[config.mk]
export PLATFORM = sky130hd
export DESIGN_NAME = clock_page_replacement
export DESIGN_NICKNAME = d
export VERILOG_FILES = /design/src/rtl/cpr_pkg.sv /design/src/rtl/cpr_ram.sv /design/src/rtl/cpr_ctrl.sv /design/src/rtl/cpr_datapath.sv /design/src/rtl/clock_page_replacement.sv
export SDC_FILE = /design/constraint.sdc
export NUM_CORES = 1
export LEC_CHECK = 0
export BUFFER_PORTS_ARGS = -buffer_cell sky130_fd_sc_hd__buf_2
export CELL_PAD_IN_SITES_DETAIL_PLACEMENT = 1
export CELL_PAD_IN_SITES_GLOBAL_PLACEMENT = 1
export CORE_MARGIN = 2
export CORE_UTILIZATION = 25
export CTS_CLUSTER_SIZE = 40
export DETAILED_ROUTE_END_ITERATION = 8
export PLACE_DENSITY_LB_ADDON = 0.1
export SLEW_MARGIN = 20
export SYNTH_ARGS = -nofsm -noshare
export SYNTH_HDL_FRONTEND = slang
export SYNTH_SLANG_ARGS = --single-unit
[constraint.sdc]
create_clock -name clk_i -period 3.2 [get_ports clk_i]
set_input_delay 0.32 -clock clk_i [delete_from_list [all_inputs] [get_ports clk_i]]
set_output_delay 0.32 -clock clk_i [all_outputs]
set_load 0.02 [all_outputs]
[src/rtl/cpr_pkg.sv]
package cpr_pkg;

  // Fixed field widths of the ports.
  localparam int unsigned PageIdW     = 8;
  localparam int unsigned FrameIndexW = 3;
  localparam int unsigned ActiveW     = 4;

  localparam logic [ActiveW-1:0] ActiveReset = 4'd8;

  // Commands from the controller to the datapath.
  typedef struct packed {
    logic start;    // latch a new item and rewind the lookup
    logic look;     // one lookup step over the tag memory
    logic sweep;    // one step of the clock hand
    logic publish;  // move the result into the output register
  } cmd_t;

  // Status from the datapath to the controller.
  typedef struct packed {
    logic hit_found;  // the frame under compare holds the page
    logic scan_end;   // the last active frame has been compared
    logic ref_clear;  // the frame under the hand has a clear reference bit
    logic out_free;   // the output register can take a result
  } status_t;

endpackage

[src/rtl/cpr_ram.sv]
module cpr_ram #(
  parameter int unsigned Width = 8,
  parameter int unsigned Depth = 8
) (
  input  logic                                         clk_i,
  input  logic                                         we_i,
  input  logic [((Depth > 1) ? $clog2(Depth) : 1)-1:0] waddr_i,
  input  logic [Width-1:0]                             wdata_i,
  input  logic [((Depth > 1) ? $clog2(Depth) : 1)-1:0] raddr_i,
  output logic [Width-1:0]                             rdata_o
);

  logic [Width-1:0] mem_q [Depth];
  logic [Width-1:0] rdata_q;

  always_ff @(posedge clk_i) begin
    if (we_i) begin
      mem_q[waddr_i] <= wdata_i;
    end
    rdata_q <= mem_q[raddr_i];
  end

  assign rdata_o = rdata_q;

endmodule

[src/rtl/cpr_ctrl.sv]
module cpr_ctrl (
  input  logic             clk_i,
  input  logic             rst_ni,
  input  logic             in_valid_i,
  output logic             in_ready_o,
  input  cpr_pkg::status_t status_i,
  output cpr_pkg::cmd_t    cmd_o
);

  localparam logic [1:0] S_IDLE  = 2'd0;
  localparam logic [1:0] S_LOOK  = 2'd1;
  localparam logic [1:0] S_SWEEP = 2'd2;
  localparam logic [1:0] S_DONE  = 2'd3;

  logic [1:0] state_q;
  logic [1:0] state_d;

  always_comb begin
    state_d    = state_q;
    cmd_o      = '0;
    in_ready_o = 1'b0;
    case (state_q)
      S_IDLE: begin
        in_ready_o = 1'b1;
        if (in_valid_i) begin
          cmd_o.start = 1'b1;
          state_d     = S_LOOK;
        end
      end
      S_LOOK: begin
        cmd_o.look = 1'b1;
        if (status_i.hit_found) begin
          state_d = S_DONE;
        end else if (status_i.scan_end) begin
          state_d = S_SWEEP;
        end
      end
      S_SWEEP: begin
        cmd_o.sweep = 1'b1;
        if (status_i.ref_clear) begin
          state_d = S_DONE;
        end
      end
      S_DONE: begin
        if (status_i.out_free) begin
          cmd_o.publish = 1'b1;
          state_d       = S_IDLE;
        end
      end
      default: begin
        state_d = S_IDLE;
      end
    endcase
  end

  always_ff @(posedge clk_i or negedge rst_ni) begin
    if (!rst_ni) begin
      state_q <= S_IDLE;
    end else begin
      state_q <= state_d;
    end
  end

endmodule

[src/rtl/cpr_datapath.sv]
module cpr_datapath #(
  parameter int unsigned FRAMES    = 8,
  parameter int unsigned PAGE_BITS = 8
) (
  input  logic                               clk_i,
  input  logic                               rst_ni,
  input  logic                               cfg_valid_i,
  input  logic [cpr_pkg::ActiveW-1:0]        cfg_data_i,
  input  logic [cpr_pkg::PageIdW-1:0]        page_id_i,
  input  cpr_pkg::cmd_t                      cmd_i,
  output cpr_pkg::status_t                   status_o,
  input  logic                               out_ready_i,
  output logic                               out_valid_o,
  output logic                               hit_o,
  output logic [cpr_pkg::FrameIndexW-1:0]    frame_index_o
);

  localparam int unsigned IdxW = (FRAMES > 1) ? $clog2(FRAMES) : 1;
  localparam int unsigned CntW = $clog2(FRAMES + 1);

  logic [cpr_pkg::ActiveW-1:0] active_q, active_d;
  logic [IdxW-1:0]             hand_q, hand_d;
  logic [FRAMES-1:0]           valid_q, valid_d;
  logic [FRAMES-1:0]           ref_q, ref_d;
  logic                        cmp_vld_q, cmp_vld_d;
  logic                        out_valid_q, out_valid_d;
  logic [PAGE_BITS-1:0]        page_q, page_d;
  logic [IdxW-1:0]             rd_idx_q, rd_idx_d;
  logic [IdxW-1:0]             cmp_idx_q, cmp_idx_d;
  logic                        res_hit_q, res_hit_d;
  logic [IdxW-1:0]             res_idx_q, res_idx_d;
  logic                        hit_q, hit_d;
  logic [IdxW-1:0]             frame_q, frame_d;

  logic [CntW-1:0]      used_n;
  logic [IdxW-1:0]      last_idx;
  logic [IdxW-1:0]      hand_next;
  logic [PAGE_BITS-1:0] tag_rdata;
  logic                 tag_we;

  // A count of zero means one frame; a count above the built size saturates.
  always_comb begin
    if (active_q == '0) begin
      used_n = CntW'(1);
    end else if (32'(active_q) > 32'(FRAMES)) begin
      used_n = CntW'(FRAMES);
    end else begin
      used_n = CntW'(active_q);
    end
  end

  assign last_idx  = IdxW'(used_n - CntW'(1));
  assign hand_next = (hand_q == last_idx) ? '0 : hand_q + IdxW'(1);

  assign status_o.hit_found = cmp_vld_q && valid_q[cmp_idx_q] && (tag_rdata == page_q);
  assign status_o.scan_end  = cmp_vld_q && (cmp_idx_q == last_idx);
  assign status_o.ref_clear = !ref_q[hand_q];
  assign status_o.out_free  = !out_valid_q || out_ready_i;

  assign tag_we = cmd_i.sweep && !ref_q[hand_q];

  cpr_ram #(
    .Width (PAGE_BITS),
    .Depth (FRAMES)
  ) u_tag_ram (
    .clk_i   (clk_i),
    .we_i    (tag_we),
    .waddr_i (hand_q),
    .wdata_i (page_q),
    .raddr_i (rd_idx_q),
    .rdata_o (tag_rdata)
  );

  always_comb begin
    active_d    = active_q;
    hand_d      = hand_q;
    valid_d     = valid_q;
    ref_d       = ref_q;
    cmp_vld_d   = cmp_vld_q;
    out_valid_d = out_valid_q;
    page_d      = page_q;
    rd_idx_d    = rd_idx_q;
    cmp_idx_d   = cmp_idx_q;
    res_hit_d   = res_hit_q;
    res_idx_d   = res_idx_q;
    hit_d       = hit_q;
    frame_d     = frame_q;

    if (cfg_valid_i) begin
      active_d = cfg_data_i;
    end

    if (cmd_i.start) begin
      page_d    = PAGE_BITS'(page_id_i);
      rd_idx_d  = '0;
      cmp_vld_d = 1'b0;
      // The hand may point past the active frames after the count shrank.
      if (32'(hand_q) >= 32'(used_n)) begin
        hand_d = '0;
      end
    end

    // Reads are issued one frame ahead of the compare.
    if (cmd_i.look) begin
      cmp_idx_d = rd_idx_q;
      cmp_vld_d = 1'b1;
      if (rd_idx_q != last_idx) begin
        rd_idx_d = rd_idx_q + IdxW'(1);
      end
      if (status_o.hit_found) begin
        ref_d[cmp_idx_q] = 1'b1;
        res_hit_d        = 1'b1;
        res_idx_d        = cmp_idx_q;
      end
    end

    if (cmd_i.sweep) begin
      if (!ref_q[hand_q]) begin
        valid_d[hand_q] = 1'b1;
        ref_d[hand_q]   = 1'b1;
        res_hit_d       = 1'b0;
        res_idx_d       = hand_q;
      end else begin
        ref_d[hand_q] = 1'b0;
      end
      hand_d = hand_next;
    end

    if (cmd_i.publish) begin
      out_valid_d = 1'b1;
      hit_d       = res_hit_q;
      frame_d     = res_idx_q;
    end else if (out_ready_i) begin
      out_valid_d = 1'b0;
    end
  end

  always_ff @(posedge clk_i or negedge rst_ni) begin
    if (!rst_ni) begin
      active_q    <= cpr_pkg::ActiveReset;
      hand_q      <= '0;
      valid_q     <= '0;
      ref_q       <= '0;
      cmp_vld_q   <= 1'b0;
      out_valid_q <= 1'b0;
    end else begin
      active_q    <= active_d;
      hand_q      <= hand_d;
      valid_q     <= valid_d;
      ref_q       <= ref_d;
      cmp_vld_q   <= cmp_vld_d;
      out_valid_q <= out_valid_d;
    end
  end

  always_ff @(posedge clk_i) begin
    page_q    <= page_d;
    rd_idx_q  <= rd_idx_d;
    cmp_idx_q <= cmp_idx_d;
    res_hit_q <= res_hit_d;
    res_idx_q <= res_idx_d;
    hit_q     <= hit_d;
    frame_q   <= frame_d;
  end

  assign out_valid_o   = out_valid_q;
  assign hit_o         = hit_q;
  assign frame_index_o = cpr_pkg::FrameIndexW'(frame_q);

endmodule

[src/rtl/clock_page_replacement.sv]
// Clock (second-chance) page replacement.
//
// Input channel in_valid_i/in_ready_o carries one page access per item on
// page_id_i. Output channel out_valid_o/out_ready_i returns one result per
// item: hit_o and frame_index_o, the frame holding the page afterwards.
// The user must write the active frame count on cfg_valid_i/cfg_data_i only
// while idle; the block does not enforce it. cfg_ready_o is always high.
//
// Items are handled one at a time. The tag memory is scanned one frame per
// cycle with a registered read over the n active frames; a hit ends the scan.
// A miss then steps the clock hand one frame per cycle, at most n+1 steps,
// until a frame with a clear reference bit takes the page. The next item
// is taken the cycle after a result is loaded.
//
// Reset clears all valid and reference bits, the hand and the output valid
// flag and sets the active count to eight. Tags need no clearing. The output
// register holds a result while the receiver stalls; the next item is taken
// meanwhile and waits at its end until the register frees up.
module clock_page_replacement #(
  parameter int unsigned FRAMES    = 8,
  parameter int unsigned PAGE_BITS = 8
) (
  input  logic                            clk_i,
  input  logic                            rst_ni,
  input  logic                            cfg_valid_i,
  output logic                            cfg_ready_o,
  input  logic [cpr_pkg::ActiveW-1:0]     cfg_data_i,
  input  logic                            in_valid_i,
  output logic                            in_ready_o,
  input  logic [cpr_pkg::PageIdW-1:0]     page_id_i,
  output logic                            out_valid_o,
  input  logic                            out_ready_i,
  output logic                            hit_o,
  output logic [cpr_pkg::FrameIndexW-1:0] frame_index_o
);

  cpr_pkg::cmd_t    cmd;
  cpr_pkg::status_t status;

  assign cfg_ready_o = 1'b1;

  cpr_ctrl u_ctrl (
    .clk_i      (clk_i),
    .rst_ni     (rst_ni),
    .in_valid_i (in_valid_i),
    .in_ready_o (in_ready_o),
    .status_i   (status),
    .cmd_o      (cmd)
  );

  cpr_datapath #(
    .FRAMES    (FRAMES),
    .PAGE_BITS (PAGE_BITS)
  ) u_datapath (
    .clk_i         (clk_i),
    .rst_ni        (rst_ni),
    .cfg_valid_i   (cfg_valid_i),
    .cfg_data_i    (cfg_data_i),
    .page_id_i     (page_id_i),
    .cmd_i         (cmd),
    .status_o      (status),
    .out_ready_i   (out_ready_i),
    .out_valid_o   (out_valid_o),
    .hit_o         (hit_o),
    .frame_index_o (frame_index_o)
  );

endmodule

**Word level (Yosys, flattened, before mapping)**

Memories as Yosys holds them, arrays and structs flattened. A register that Yosys moved wholly into a read port is not among the register bits.
Cells that the tools add are included.

- Memories kept: 1
- Logic and storage cells: 107
- Bits in registers: 49
- Output and inout bits: 7
- Bits in writable memories: 64
- Bits of input ports: 17

Memory list:

| memory | words | width | rd ports | clocked after Yosys merged registers in | write ports | RTL line | text |
|---|---|---|---|---|---|---|---|
| u_datapath.u_tag_ram.mem_q | 8 | 8 | 1 | 1 | 1 | cpr_ram.sv:13 | `logic [Width-1:0] mem_q [Depth];` |

- Mux-type cells: 48
- Add/sub/neg operators: 3
- Equal/unequal tests: 11
- Reduce and logical (&&, ||, !) cells: 18
- $lt $le $gt $ge: 6
- Bitwise operators: 6

Operators with widths:

| operator | count |
|---|---|
| 3-bit 2-to-1 mux | 11 |
| 8-bit 2-to-1 mux | 4 |
| 8-bit OR | 3 |
| 1-bit 2-to-1 mux | 21 |
| 2-bit 2-to-1 mux | 5 |
| 8-bit AND | 1 |
| 8-bit equality test | 1 |
| 3-bit by 4-bit less-than comparator with 1-bit output (second input constant) | 2 |
| 4-bit 2-to-1 mux | 2 |
| 8-bit inverter | 1 |
| 2-bit one-hot mux with 4 select lines | 1 |
| 2-bit nonzero test | 4 |
| 3-bit by 1-bit adder with 3-bit output (second input constant) | 2 |
| 1-bit binary-select mux with 3-bit select | 2 |
| 1-bit demux with 3-bit select | 2 |
| 3-bit equality test | 2 |
| 3-bit by 1-bit greater-or-equal comparator with 1-bit output (second input constant) | 2 |
| 1-bit logical AND | 6 |
| 2-bit inequality test (second input constant) | 3 |
| 2-bit equality test (second input constant) | 2 |
| 3-bit by 4-bit greater-or-equal comparator with 1-bit output | 1 |
| 4-bit > comparator (second input constant) | 1 |
| 4-bit logical NOT | 1 |
| 2-bit AND reduction | 2 |
| 9 further kinds | 10 |

**Longest topological paths before layout**

Gate-level depths: netlist (run 1).

- Depth in word-level cells: 10
- Depth in mapped cells: 9
- Gate-level depth less buffers: 9

**Modules after synthesis**

Synthesis (run 1) repeated with hierarchy kept, for this count alone.

- Cell total of the unflattened synthesis: 352
- Area, all modules: 5357.6 um^2

Modules (own cells, without submodules):

| module | area an instance (um^2) | seq. area each (um^2) | instances | cells an instance |
|---|---|---|---|---|
| cpr_ram | 2691.3 | 2082.0 | 1 | 114 |
| cpr_datapath | 2423.6 | 1217.4 | 1 | 216 |
| cpr_ctrl | 231.5 | 50.0 | 1 | 20 |
| clock_page_replacement | 11.3 | 0.0 | 1 | 2 |

**Least setup slack after synthesis (run 1)**

No wires, ideal clock.

- Path kind: register -> register
- Start: register u_datapath.active_q[1] (netlist name)
- End: register u_ctrl.state_q[1]
- Data arrival time: 2.253 ns
- Stages on the path, launching flop included: 10
- Path slack: 0.822 ns
- Clock period less this slack: 2.378 ns
- Path buffers: 0
- Data required time: 3.075 ns
- Library setup time: 0.125 ns
- Cells stage by stage: dfrtp_1 -> o21ba_2 -> nor2_1 -> inv_1 -> ha_1 -> xor2_1 -> and2_1 -> a311oi_1 -> or2_2 -> mux2_2

- Longest elaborated chain between the ends: 8
- Elaborated cells between the ends (all ways): 9
- Those cells by class: add/sub (1); order compare (1); eq/ne (2); mux (2); reduce/logical (3)

Ends and longest elaborated chain:

| element | RTL line | text |
|---|---|---|
| from (decl) | cpr_datapath.sv:21 | `logic [cpr_pkg::ActiveW-1:0] active_q, active_d;` |
| from (signal assigned) | cpr_datapath.sv:140 | `active_q <= cpr_pkg::ActiveReset;` |
| from (signal assigned) | cpr_datapath.sv:147 | `active_q <= active_d;` |
| 4-bit > comparator | cpr_datapath.sv:45 | `end else if (32'(active_q) > 32'(FRAMES)) begin` |
| 4-bit 2-to-1 mux | cpr_datapath.sv:45 |  |
| 4-bit 2-to-1 mux * | cpr_datapath.sv:43 | `if (active_q == '0) begin` |
| 3-bit by 1-bit subtractor with 3-bit output * | cpr_datapath.sv:52 | `assign last_idx = IdxW'(used_n - CntW'(1));` |
| 3-bit equality test * | cpr_datapath.sv:56 | `assign status_o.scan_end = cmp_vld_q && (cmp_idx_q == last_idx);` |
| 1-bit logical AND * | cpr_datapath.sv:56 |  |
| 3-bit inequality test (no line) * | -- |  |
| 4-bit AND reduction (no line) * | -- |  |
| to (signal assigned) | cpr_ctrl.sv:60 | `state_q <= state_d;` |
| to (decl) | cpr_ctrl.sv:15 | `logic [1:0] state_q;` |

Every way passes the cells marked *; elsewhere a longest branch is shown, timed or not.
A chain may end at the register's enable or synchronous reset.

**Final worst setup path (run 1)**

Ends and elaborated chain as after synthesis.

==> reports/qor.yml, run 1 <==
placed_design:
  post_dp_cell_area_um2: 5570
  gp_congestion: 0.702
  port_buffers: 22
  post-place-cells: 628
  detailed_place_hpwl_um: 8230
power:
  p_int_uw: 4380
  p_switching_uw: 1810
  p_per_area_nw_per_um2: 987
  combPwrFrac_pct: 26.5
  ir_worst_vdd_mv: 0.260
  power_frac_seq_pct: 37.2
  swShare_pct: 29.2
  clkPwrFrac_pct: 36.3
  p_leak_uw: 0.00232
final_layout:
  layout-drive-gt1-share_pct: 29.9
  fillCellCount: 2130
  area_growth_pct: 24.0
  final_cell_mix: "edfxtp_1 (79), dfrtp_1 (26), buf_2 (22)"
  antenna_cells: 0
  final_cell_area_um2: 6270
  num-nets-final: 405
  final_common_cell: "edfxtp_1"
  final_cells: 661
  multiInputGateArea_um2: 1560
  regArea_um2: 3350
clocking:
  clock_path_buffers: 2
  clockRootBuffer: "clkbuf_16"
  numCtsBuffers: 17
  tritoncts: "done"
  cts_resized: 0
  numClockSinks: 121
  clk_pin_slew_ns: 0.06
  htreeDepth: 4
  clk-insertion-delay-late_ns: 0.42
min_path:
  hp-class: "input pin to flip-flop"
logic_synthesis:
  syn_avg_cell_area_um2: 15.3
  synth_compound_area_share_pct: 5.35
  ys_seq_area_share_pct: 66.3
  synth_cell_type_count: 46
  synth-main-ff-cell: "edfxtp_1"
  synthMuxAreaShare_pct: 12.6
  yosys.area_share.simple_pct: 7.35
  netlist_instances: 331
  synth_area_um2: 5050
  ys_warn_count: 0
  synth_edf_count: 79
  synth-xor-area-share_pct: 2.95
  synth_top_family_by_area: "multiplexers"
  async_flop_share_pct: 22.3
  ys_ff_latch: 121
  synth_nets: 358
  yosys.area_share.adder_pct: 2.48
routing:
  wl_per_cell_um: 18.6
  vias: 2831
  routed_wl_um: 12300
  dr.pass1.iters: 4
  drt_first_iter_violations: 179
  viasPerCell: 4.28
  ant_nets: 0
  drc: 0
global_route:
  track_usage_pct: 12.6
  first_global_vias: 3118
  antenna_found_initial: 0
  grt_max_degree: 28
  grt-ovfl-total: 0
  met1_usage_pct: 17.3
  grt_busiest_layer: "met2"
  grt_pass1_wl_um: 19500
  use_met3_pct: 3.72
  grtUsageMet2_pct: 18.9
sta:
  maxSlewViolCount: 0
  clock.fmax_mhz: 351
  period_share_pct: 89.0
  fin_skew_ns: 0.0222
  finalHoldViolCount: 0
  rsz0062_at_grt: "false"
  post-route-min-period_ns: 2.85
  final.setup.tns_ns: 0
  worst_pin_slew_ns: 0.667
  relSlewSlack_pct: 55.5
  setup_viol_count_final: 0
floorplan:
  coreArea_um2: 20000
  fp-row-count: 52
  initial_core_util_pct: 25.2
  fp.dieW_um: 146
  die-area_um2: 21400
  die_h_um: 146
  ios: 24
outcome:
  outcome: "complete, no violations"
critical_path:
  critPathArrivalTime_ns: 3.14
  cp.required_ns: 3.49
  path_max_fanout: 4
  end_kind: "flip-flop"
  ff2ff_setup_slack_ns: 0.35
  cp-start-kind: "flip-flop"
  path_class: "flip-flop to flip-flop"
job:
  cap_violations: 0
power groups by stage:
stage	Clock (µW)	Combinational (µW)	Sequential, µW
3_5_place_dp	0	1680	2340
6_report	2240	1640	2300
2_1_floorplan	0	1190	2260
5_1_grt	2370	1840	2350
3_3_place_gp	0	1670	2340
4_1_cts	2300	1680	2310
path summary, 6_finish.rpt:
path / startpoint / cells past startpoint / endpoint
max: u_datapath.active_q[1]$_DFFE_PN0P_ / 9 / u_ctrl.state_q[1]$_DFFE_PN0P_
min: page_id_i[1] / 1 / u_datapath.page_q[1]$_DFFE_PP_
max reg2reg: u_datapath.active_q[1]$_DFFE_PN0P_ / 9 / u_ctrl.state_q[1]$_DFFE_PN0P_
min reg2reg: u_datapath.res_hit_q$_DFF_P_ / 0 / u_datapath.hit_o$_DFFE_PP_
max in group asynchronous: rst_ni / 2 / u_datapath.cmp_vld_q$_DFFE_PN0P_
min in group asynchronous: rst_ni / 2 / u_datapath.active_q[0]$_DFFE_PN0P_
repair_timing:
action                    in CTS  in global routing
hold endpoints to repair      26                  0
setup buffers                  0                  0
hold buffers                   1                  0
registers in the layout, summed over array words and instances (netlist names):
| name | flops |
|---|---|
| u_datapath.ref_q | 8 |
| u_datapath.page_q | 8 |
| u_datapath.cmp_vld_q | 1 |
| u_datapath.u_tag_ram.rdata_o | 8 |
| u_datapath.valid_q | 8 |
| u_datapath.frame_index_o | 3 |
| u_datapath.rd_idx_q | 3 |
| u_datapath.u_tag_ram.mem_q | 64 |
| u_datapath.active_q | 4 |
| u_datapath.res_idx_q | 3 |
| u_ctrl.state_q | 2 |
| u_datapath.hit_o | 1 |
| u_datapath.cmp_idx_q | 3 |
| u_datapath.hand_q | 3 |
| u_datapath.out_valid_o | 1 |
| u_datapath.res_hit_q | 1 |
final cells by class:
cell class / count / share of cell area [%]
Multi-Input combinational cell: 179 / 24.8
Clock buffer: 19 / 7.06
Clock inverter: 13 / 3.97
Inverter: 15 / 0.898
Timing Repair Buffer: 44 / 4.43
Tap cell: 270 / 5.39
Sequential cell: 121 / 53.4
worst max-delay path, stage by stage, from the launching register on:
cell	delay [ns]
dfrtp_1	0.40
o21ba_2	0.22
nor2_1	0.36
inv_1	0.09
ha_1	0.22
xor2_1	0.46
xnor2_1	0.14
a311oi_1	0.33
or2_2	0.20
mux2_2	0.33
cell families (layout without fill, tap and decap cells):
kind of cell / count (synthesis) / after routing
other: 1 / 1
muxes: 39 / 39
adders and majority gates: 10 / 10
AOI/OAI and AO/OA: 40 / 40
xor gates and xnor gates: 17 / 17
and+or+nand+nor: 72 / 72
DFF: 121 / 121
buffers and inverters: 31 / 91
synthesized netlist by cell type (all sizes together), types with 5 or more instances:
library cell,instances,area (µm²)
mux2,14,161
xnor2,14,123
dfrtp,26,651
inv,15,56.3
buf,8,62.6
edfxtp,79,2370
a31oi,7,43.8
mux2i,7,70.1
ha,10,125
o21ai,9,45.0
nor2,15,56.3
clkbuf,8,30.0
mux4,18,405
dfxtp,15,300
nor3,5,25.0
nand2b,13,81.3
nand2,13,48.8
or2,8,50.1
metrics by stage:
step / util (%) / hold slack, ns / worst slack, ns / total power, µW
floorplan: - / 0.0244 / 0.822 / 3450
detailed placement: 27.8 / 0.411 / 0.263 / 4010
global route: 31.3 / 0.0595 / 0.00191 / 6560
CTS: 31.3 / 0.0600 / 0.247 / 6300
global placement: 27.8 / 0.403 / 0.237 / 4010
finish: 31.3 / 0.0719 / 0.353 / 6190
routing by layer:
metal / vias to the layer above / part of all wire (%)
li1: 1326 / -
met1: 1455 / 49
met2: 43 / 47
met3: 7 / 3.3
met4: 0 / 0.77
met5: - / 0
(Power assumes the default switching activity.)
==> run 2, diff against run 1 <==
- PLACE_DENSITY: not set -> 0.48
- PLACE_DENSITY_LB_ADDON: 0.1 -> not set
==> run 2 against run 1 <==
Effect of this change:
- combinational power down 4%
- clock power is 16% lower
- final cell count is 0.91% lower
- worst setup slack improved by 0.17 ns
- power shrank 7.1%
- register-to-register slack improved by 0.17 ns
- sequential share of layout area grew 1.4 points
- sequential power barely moved
- critical endpoint unchanged
- largest power group unchanged
==> reports/qor.yml, run 2 (synthesis gave the netlist of run 1 again) <==
clocking:
  htreeDepth: 4
  clk_pin_slew_ns: 0.05
  clock_path_buffers: 2
  clk-insertion-delay-late_ns: 0.41
  postCtsSetupBuffers: 0
  tritoncts: "done"
  clockRootBuffer: "clkbuf_16"
  numCtsBuffers: 17
  numClockSinks: 121
critical_path:
  critPathBufInv: 1
  path_class: "flip-flop to flip-flop"
  end_kind: "flip-flop"
  cp-start-kind: "flip-flop"
  path_cells: "o21ba_2 > nor2_1 > inv_1 > ha_1 > xor2_1 > and2_1 > a311oi_1 > or2_2 > mux2_2"
  cp.required_ns: 3.50
  crit_family: "simple AND/OR/NAND/NOR gates"
  critPathArrivalTime_ns: 2.98
  cpPeakStageDelay_ns: 0.39
  slowest_stage: "dfrtp_1"
  path_max_fanout: 4
sta:
  setup_viol_count_final: 0
  maxSlewViolCount: 0
  rsz0062_at_grt: "false"
  worst_pin_slew_ns: 0.719
  fin_hold_ws_ns: 0.0803
  final.setup.tns_ns: 0
  clock.fmax_mhz: 373
  finalHoldViolCount: 0
  post-route-min-period_ns: 2.68
  period_share_pct: 83.8
  final.setup.worst_slack_ns: 0.518
  relSlewSlack_pct: 52.0
  fin_skew_ns: 0.00979
global_route:
  grt_pass1_wl_um: 18500
  grt-ovfl-total: 0
  first_global_vias: 3183
  antenna_found_initial: 0
  grt_busiest_layer: "met2"
  grtUsageMet2_pct: 20.2
  grt_max_degree: 28
  use_met3_pct: 3.13
  met1_usage_pct: 13.9
  track_usage_pct: 11.6
final_layout:
  largest_register_ffs: 64
  antenna_cells: 0
  fillCellCount: 2172
  layout-drive-gt1-share_pct: 28.1
  num-nets-final: 399
  final_cell_mix: "edfxtp_1 (79), dfrtp_1 (26), buf_2 (22)"
  top_register: "u_datapath.u_tag_ram.mem_q"
  final_cells: 655
  area_growth_pct: 21.0
  final_util_pct: 30.5
  regArea_um2: 3350
  multiInputGateArea_um2: 1560
  final_common_cell: "edfxtp_1"
min_path:
  hp-class: "input pin to flip-flop"
routing:
  drt_first_iter_violations: 189
  vias: 2821
  viasPerCell: 4.31
  ant_nets: 0
  wl_per_cell_um: 17.5
  drc: 0
  routed_wl_um: 11400
  dr.pass1.iters: 4
floorplan:
  ios: 24
  fp-row-count: 52
  die_h_um: 146
  coreArea_um2: 20000
  fp.dieW_um: 146
  initial_core_util_pct: 25.2
  die-area_um2: 21400
placed_design:
  post-place-cells: 622
  place_ws_ns: 0.487
  detailed_place_hpwl_um: 7430
  port_buffers: 22
  gp_congestion: 0.763
power:
  ir_worst_vdd_mv: 0.354
  p_leak_uw: 0.00224
  p_per_area_nw_per_um2: 941
job:
  cap_violations: 0
outcome:
  outcome: "complete, no violations"
[run 2: cell types whose count changed in the layout (fill, tap and decap cells not counted)]
cell / previous run / this run
buf_4: 21 / 15
bufinv_16: 7 / 2
clkbuf_1: 1 / 3
clkbuf_8: 1 / 2
clkinv_1: 0 / 1
clkinv_2: 3 / 1
clkinvlp_4: 2 / 3
inv_6: 0 / 2
[run 2: metal layers]
metal | part of all wire [%] | vias to the layer above
met1 | 46 | 1477
met3 | 2.1 | 8
met5 | 0 | -
li1 | - | 1309
met2 | 51 | 27
met4 | 1.0 | 0
[run 2: power breakdown]
group          switching, µW  leakage, µW  internal, µW
registers                237      0.00117          2070
logic                    842     0.000792           725
clock network            693     0.000275          1190
[run 2: final cells by class]
cell class	instances	share of cell area [%]
Tap cell	270	5.52
Timing Repair Buffer	38	3.81
Inverter	15	0.921
Clock inverter	10	1.92
Multi-Input combinational cell	179	25.5
Sequential cell	121	54.8
Clock buffer	22	7.59
[run 2: timing repair]
action / CTS / global route
endpoints found under the setup margin: 0 / 0
hold buffers: 1 / 0
resized for setup: 0 / 0
endpoints found under the hold margin: 26 / 0
[run 2: metrics by stage]
step / instance area [µm²] / total power (µW)
finish: 6110 / 5750
global route: 6110 / 6110
CTS: 6110 / 5850
detailed placement: 5520 / 3940
global placement: 5520 / 3900
floorplan: 5050 / 3450
[run 2: final timing paths]
path                                                    start                                  to  slack, ns  depth (start not counted)
min                                              page_id_i[5]      u_datapath.page_q[5]$_DFFE_PP_       0.08                          1
max in group asynchronous                              rst_ni       u_datapath.ref_q[3]$_DFF_PN0_       2.23                          2
min reg2reg                      u_datapath.res_hit_q$_DFF_P_          u_datapath.hit_o$_DFFE_PP_       0.44                          0
max reg2reg                u_datapath.active_q[1]$_DFFE_PN0P_       u_ctrl.state_q[1]$_DFFE_PN0P_       0.52                          9
min in group asynchronous                              rst_ni  u_datapath.out_valid_o$_DFFE_PN0P_       0.50                          2
max                        u_datapath.active_q[1]$_DFFE_PN0P_       u_ctrl.state_q[1]$_DFFE_PN0P_       0.52                          9
[run 2: worst reg2reg max path, delay by kind of cell, from the launching register on]
kind            cells  cell delay [ns]
compound gates      2             0.58
xor+xnor            1             0.16
fa+ha+maj           1             0.38
buf+inv             1             0.08
flops               1             0.39
mux                 1             0.33
simple gates        3             0.66
